$ cat config.mk
export PLATFORM = sky130hd
export DESIGN_NAME = qrmgs_ram
export DESIGN_NICKNAME = d
export VERILOG_FILES = /design/src/rtl/core/qrmgs_ram.sv
export SDC_FILE = /design/constraint.sdc
export NUM_CORES = 1
export LEC_CHECK = 0
export BUFFER_PORTS_ARGS = -buffer_cell sky130_fd_sc_hd__buf_2
export CORE_ASPECT_RATIO = 1.5
export CORE_MARGIN = 4
export CORE_UTILIZATION = 50
export CTS_CLUSTER_DIAMETER = 150
export CTS_CLUSTER_SIZE = 8
export DETAILED_ROUTE_END_ITERATION = 8
export GPL_TIMING_DRIVEN = 1
export PLACE_DENSITY = 0.69
export SYNTH_ARGS = -nofsm -noshare
export SYNTH_HDL_FRONTEND = slang
export SYNTH_SLANG_ARGS = --single-unit
$ cat constraint.sdc
create_clock -name clock -period 13.6 [get_ports clock]
set_clock_uncertainty 0.05 [all_clocks]
set_input_delay 2.04 -clock clock [delete_from_list [all_inputs] [get_ports clock]]
set_output_delay 2.04 -clock clock [all_outputs]
set_load 0.005 [all_outputs]
$ cat src/rtl/core/qrmgs_ram.sv
// -----------------------------------------------------------------------------
// qrmgs_ram
// Generic single-write, single-read RAM with registered read data.
// -----------------------------------------------------------------------------
module qrmgs_ram #(
   parameter int WIDTH = 48,
   parameter int DEPTH = 16,
   localparam int AW = (DEPTH > 1) ? $clog2(DEPTH) : 1
) (
   input  logic             clock,
   input  logic             we,
   input  logic [AW-1:0]    waddr,
   input  logic [WIDTH-1:0] wdata,
   input  logic [AW-1:0]    raddr,
   output logic [WIDTH-1:0] rdata
);

   logic [WIDTH-1:0] mem_ff [DEPTH];
   logic [WIDTH-1:0] rdata_ff;

   always_ff @(posedge clock) begin
      if (we) begin
         mem_ff[waddr] <= wdata;
      end
      rdata_ff <= mem_ff[raddr];
   end

   assign rdata = rdata_ff;

endmodule

Word-level counts from Yosys, hierarchy flattened. Memory sizes are Yosys's and may differ from the RTL's. A register that Yosys moved wholly into a read port is not among the register bits. Cells that the tools add are included.

Input port bits: 58. Logic and storage cells: 3. Output and inout bits: 48. Register bits: 0. Memory bits (writable): 768. Memories kept: 1.

Multiplexer cells: 2.

Memories: mem_ff (depth 16, width 48, rd ports 1, clocked after memory_dff 1, wr ports 1, RTL line 18) `logic [WIDTH-1:0] mem_ff [DEPTH];`.

Operator list (count): 2-to-1 mux 1 bit (2).

Depth between registers and ports, before layout. Gate-level depths: netlist of the first run.

Word-level depth: 2. Depth in mapped cells: 6. Gate-level depth less buffers: 3.

Worst setup path before layout of the first run. No wires, ideal clock.

Path type: input-to-reg. Start: input waddr[2]. End: memory mem_ff[0][0], enable pin. Library setup time: 0.513 ns. Stages on the path: 2. Data arrival time: 5.831 ns. Buffers on the path: 0. Slack: 7.206 ns. Required time: 13.037 ns. Cell sequence: or3b_2 nor3_1.

RTL lines: from (decl) (RTL line 12) `input logic [AW-1:0] waddr,`; to (decl) (RTL line 18).

Straight into the memory's write port.

==> summary.txt, run 1 <==
Die
  – DIE AREA: 0.0634 mm2
  – Die Height: 306 um
  – Core outline area: 0.0589 mm2
  – Initial Utilization: 50.4%
  – Die W: 207 um
  – FP Rows: 109
  – # IOs: 106

Global route
  – Largest net degree at the start of global routing: 121
  – Initial antenna violation count: 8
  – Total GRT Usage: 20.2%
  – First-pass GRT wire length: 94300 um
  – Vias in the first global route: 14700
  – Total global routing overflow: 0

Worst setup path
  – Setup crit start kind: input pin
  – Flop2flop setup slack: 12.21 ns
  – Reg2reg path depth: 3
  – Slowest CP cell: buf_12
  – Worst EP required: 14.05 ns
  – CP endpoint kind: flip-flop
  – Crit path max fanout: 120
  – CP max stage delay: 0.82 ns
  – Crit-path cells: buf_8, buf_12, mux4_2, a22oi_1, nand2_1
  – CP Buf/Inv Count: 2
  – Reg-to-reg endpoint: rdata[25]
  – Worst r2r src: mem_ff[14][25]
  – Critical path class: input pin to flip-flop
  – Cell family with most CP delay: buffers and inverters
  – Arr. time, crit path: 4.52 ns

STA
  – Fmax: 0.246 GHz
  – Setup_tns: 0 ns
  – Unrepaired setup endpoints after global routing: false
  – Fin crit share: 29.9%
  – Slew Viols, Final: 0
  – Final setup violation count: 0
  – Slew Limit Headroom: 30.4%
  – Least-Margin Pin Slew: 1.04 ns
  – Fin. Hold Viols: 0
  – Worst hold slack: 0.614 ns
  – Tmin final: 4.06 ns

Clock tree
  – Worst skew pair latency: 0.64 ns
  – Post-CTS sizing: 0
  – Total CTS buffers: 111
  – Hold Buf Count CTS: 0
  – H-Tree Level Count: 3
  – Clock buffer depth: 3
  – Setup bufs post-CTS: 0
  – CTS tree: yes
  – Root Driver: clkbuf_16
  – TritonCTS sink count: 816
  – Reg clk slew, reported paths: 0.05 ns

Finish
  – Filler Cells Inserted: 4134
  – Area of the multi-input gates: 0.00549 mm2
  – Share of layout cells above drive strength 1: 30.4%
  – Highest-count cells in the layout ignoring fill and taps: 768 x edfxtp_1, 192 x mux4_2, 114 x clkbuf_16
  – Register Area: 0.0240 mm2
  – Fin util: 58.4%
  – Commonest non-fill, non-tap cell in the layout: edfxtp_1
  – Layout Nets: 1478
  – Synth-to-Final Area Change: 16.0%

Synth
  – Fraction of the mapped netlist area in compound gates: 2.43%
  – Mean post-synth cell area: 23.9 um2
  – Largest family of logic cells by synthesized area: multiplexers
  – Proportion of synthesized area in mux cells: 14.6%
  – Synth Warn #: 0
  – Simple-gate share of the synthesized area: 1.05%
  – Sequential area share after synthesis: 80.9%
  – Synth Cell Area: 0.0297 mm2
  – Synth Net Count: 1300
  – Ys async rst share: 0%
  – Yosys cell types: 17
  – Number of flops mapped to enable cells by yosys: 768
  – Adder-cell share of the synthesized area: 0%
  – Synth Area in XOR/XNOR: 0%
  – Cells after synthesis: 1242
  – Yosys reg bits: 816
  – Top FF cell, synth: edfxtp_1

Drt
  – Vias: 13600
  – WL/cell: 27.5 um
  – Routed wire length: 62900 um
  – Post-DR vias/cell: 5.92
  – Met2 wire length: 32200 um
  – Met1 WL: 25100 um
  – Post-route DRC: 0
  – Top sig layer: met5
  – Wire length on met3: 4270 um
  – Detail Route Antenna Nets: 0
  – DR iter-0 viols: 1573
  – First-pass detailed-route iteration total: 6

Power and ir drop
  – Pleak: 11.1 nW
  – Switch share: 20.0%
  – PwrDens: 162 mW/mm2
  – Comb pwr share: 4.2%
  – Peak supply drop: 0.100 mV
  – Internal power: 4.46 mW
  – Part of the power in registers: 50.8%
  – Clock network power share: 45.0%
  – Switching power: 1.12 mW

Placement
  – RePlAce Congestion: 0.689
  – IO Port Bufs: 105
  – DP HPWL: 27600 um

Status
  – Outcome: finished, final reports clean

Hold path
  – Hold depth: 3
  – Hold Crit Class: flip-flop to flip-flop
  – WHS Endpoint: rdata[6]
  – Hold path start: mem_ff[14][6]

Run
  – Maxcap violations: 0
-- final cells by class --
| type | instances | share of cell area (%) |
|---|---|---|
| antenna | 7 | 0.0509 |
| clock buffer | 198 | 9.20 |
| clock inverter | 3 | 0.0981 |
| multi-input combinational | 363 | 15.9 |
| sequential | 816 | 69.8 |
| tap | 777 | 2.82 |
| timing repair buffer | 128 | 2.12 |
-- logic make-up (layout without fill, tap and decap cells) --
group,after synthesis,count (layout)
DFF,816,816
muxes,192,192
and+or+nand+nor,75,75
other,0,7
buffers and inverters,63,329
AOI/OAI and AO/OA,96,96
-- power groups by stage --
stage               logic, mW  registers, mW  clock network, mW
global placement        0.228           2.88                  0
floorplan               0.133           2.88                  0
finish                  0.232           2.84               2.51
CTS                     0.236           2.84               2.55
global route            0.252           2.84               2.67
detailed placement      0.235           2.88                  0
-- metal layers --
| metal | vias to the layer above | global-route usage [%] |
|---|---|---|
| li1 | 5686 | - |
| met1 | 7281 | 28.3 |
| met2 | 515 | 33.1 |
| met3 | 80 | 3.87 |
| met4 | 4 | 5.89 |
| met5 | - | 0 |
-- worst max path at each step --
stage,from,endpoint,depth (start not counted)
finish,raddr[0],rdata[4],5
global route,raddr[0],rdata[4],5
CTS,raddr[0],rdata[38],5
detailed placement,raddr[0],rdata[34],5
global placement,raddr[0],rdata[31],5
floorplan,waddr[2],mem_ff[0][0],2
-- registers in the layout (all words and copies together) (netlist names) --
signal	count
rdata	48
mem_ff	768
-- synthesized netlist by cell type, types with 4 or more instances --
master | instances | share of area, %
dfxtp_1 | 48 | 3.2
edfxtp_1 | 768 | 78
buf_1 | 9 | 0.11
nor3_1 | 4 | 0.067
nor2_1 | 13 | 0.16
buf_4 | 18 | 0.46
a22oi_1 | 96 | 2.4
nand2_1 | 49 | 0.62
clkbuf_1 | 28 | 0.35
buf_2 | 8 | 0.13
mux4_2 | 192 | 15
-- metrics by stage --
step | power (mW) | area (um2) | setup slack [ns] | cells
after floorplan | 3.01 | 29700 | 7.21 | 1242
after global placement | 3.11 | 31200 | 8.82 | 2084
after detailed placement | 3.12 | 31200 | 8.81 | 2084
after CTS | 5.62 | 34400 | 9.45 | 2285
after global routing | 5.76 | 34400 | 9.23 | 2288
final | 5.58 | 34400 | 9.54 | 2292
-- worst reg2reg max path, stage by stage (launching register included) --
cell	delay [ns]
edfxtp_1	0.41
mux4_2	0.50
a22oi_1	0.19
nand2_1	0.10
Power figures use the tool's default switching activity.
==> run 2, diff against run 1 <==
PLACE_DENSITY = 0.71   (was 0.69)
clock period = 3.44 ns   (was 13.6 ns; I/O delays follow)
==> run 2 against run 1 <==
Against the previous run:
- sequential power grew to 3.9 times the previous value
- sequential share of layout area fell by 0.95 points
- first-iteration DRC count is 5.3% lower
- clock power grew to 4.0 times the previous value
- worst hold slack worse by 0.40 ns
- highest routed layer unchanged
==> summary.txt, run 2 (same netlist as run 1, synthesis figures left out) <==
Worst setup path
  – Arr. time, crit path: 2.10 ns
  – CP endpoint kind: flip-flop
  – Crit path max fanout: 20
  – Worst EP required: 3.69 ns
  – Critical path class: input pin to flip-flop
  – Crit-path cells: buf_2, or3b_2, nor2_4, buf_12
  – Setup crit start kind: input pin
  – CP max stage delay: 0.61 ns
  – Slowest CP cell: or3b_2

Die
  – Die W: 207 um
  – Initial Utilization: 50.4%
  – Die Height: 306 um
  – # IOs: 106
  – DIE AREA: 0.0634 mm2
  – FP Rows: 109
  – Core outline area: 0.0589 mm2

Run
  – Maxcap violations: 0

Power and ir drop
  – Clock network power share: 45.0%
  – Switching power: 4.47 mW
  – Internal power: 17.7 mW
  – Part of the power in registers: 50.6%
  – Pleak: 11.3 nW
  – PwrDens: 635 mW/mm2
  – Comb pwr share: 4.4%
  – Switch share: 20.2%
  – Peak supply drop: 0.483 mV

Placement
  – RePlAce Congestion: 0.730
  – DP HPWL: 33300 um
  – IO Port Bufs: 105

Finish
  – Register with the most flip-flops: mem_ff
  – Filler Cells Inserted: 4034
  – Highest-count cells in the layout ignoring fill and taps: 768 x edfxtp_1, 192 x mux4_2, 114 x clkbuf_16
  – Max reg flops: 768
  – Synth-to-Final Area Change: 17.6%
  – Layout Nets: 1503
  – Commonest non-fill, non-tap cell in the layout: edfxtp_1
  – Fin util: 59.3%
  – Share of layout cells above drive strength 1: 31.4%

Clock tree
  – Reg clk slew, reported paths: 0.05 ns
  – Hold Buf Count CTS: 0
  – Root Driver: clkbuf_16
  – Post-CTS sizing: 0
  – H-Tree Level Count: 3
  – Total CTS buffers: 111
  – Worst skew pair latency: 0.63 ns
  – TritonCTS sink count: 816
  – Clock buffer depth: 3
  – Setup bufs post-CTS: 0
  – CTS tree: yes

Drt
  – Post-DR vias/cell: 5.95
  – WL/cell: 27.8 um
  – Post-route DRC: 0
  – First-pass detailed-route iteration total: 5
  – Vias: 13800
  – Detail Route Antenna Nets: 0
  – Routed wire length: 64600 um
  – DR iter-0 viols: 1490

STA
  – Unrepaired setup endpoints after global routing: false
  – Slew Viols, Final: 0
  – Least-Margin Pin Slew: 0.805 ns
  – Worst hold slack: 0.213 ns
  – Fin crit share: 53.7%
  – Fin. Hold Viols: 0
  – Tmin final: 1.85 ns
  – Final setup violation count: 0
  – Fmax: 0.541 GHz
  – Slew Limit Headroom: 46.2%

Global route
  – Initial antenna violation count: 7
  – Total GRT Usage: 20.8%
  – Vias in the first global route: 14900
  – Total global routing overflow: 0
  – First-pass GRT wire length: 97100 um
  – Largest net degree at the start of global routing: 49

Hold path
  – Hold Crit Class: input pin to flip-flop

Status
  – Outcome: finished, final reports clean
run 2: changes by cell type in the layout (fill, tap and decap cells not counted), sizes merged:
cell,delta
diode,-4
clkbuf,+5
buf,+26
run 2: worst max-delay path: cells and delay by family:
| kind | cells | cell delay (ns) |
|---|---|---|
| buf+inv | 2 | 0.39 |
| simple gates | 2 | 1.16 |
run 2: path summary, 6_finish.rpt:
kind | from | end | slack (ns) | cells after the start
worst max-delay path | waddr[2] | mem_ff[1][45] | 1.59 | 4
worst min-delay path | wdata[22] | mem_ff[2][22] | 0.21 | 1
worst max register to register | mem_ff[11][11] | rdata[11] | 2.02 | 3
worst min register to register | mem_ff[15][6] | rdata[6] | 0.62 | 3
run 2: per-layer routing:
layer  up-vias  GRT usage, %  part of all wire (%)
met5         -             0                 0.093
met4         8          6.05                   2.2
met3       104          3.76                   7.4
met2       621          34.5                    52
met1      7323          28.7                    38
li1       5751             -                     -
run 2: power groups by stage:
stage	logic (mW)	registers (mW)	clock network, mW
after CTS	0.991	11.2	10.1
after floorplan	0.528	11.4	0
after detailed placement	0.981	11.4	0
after global routing	1.05	11.2	10.6
final	0.972	11.2	9.98
after global placement	0.960	11.4	0
run 2: metrics by stage:
step	power (mW)	instances	worst slack, ns	cell area [um2]	TNS [ns]
detailed placement	12.4	2109	0.970	31700	0
CTS	22.3	2316	1.60	34900	0
global route	22.9	2318	1.55	34900	0
global placement	12.3	2109	1.02	31700	0
finish	22.2	2319	1.59	34900	0
floorplan	11.9	1242	-0.127	29700	-18.31
run 2: area by class of cell:
class	instances	area (um2)	share of cell area (%)
clock buffers	204	3190	9.14
repair buffers	153	1160	3.34
well taps	777	972	2.78
clock inverters	3	33.8	0.0968
flip-flops and latches	816	24000	68.8
diodes	3	7.51	0.0215
multi-input cells	363	5520	15.8
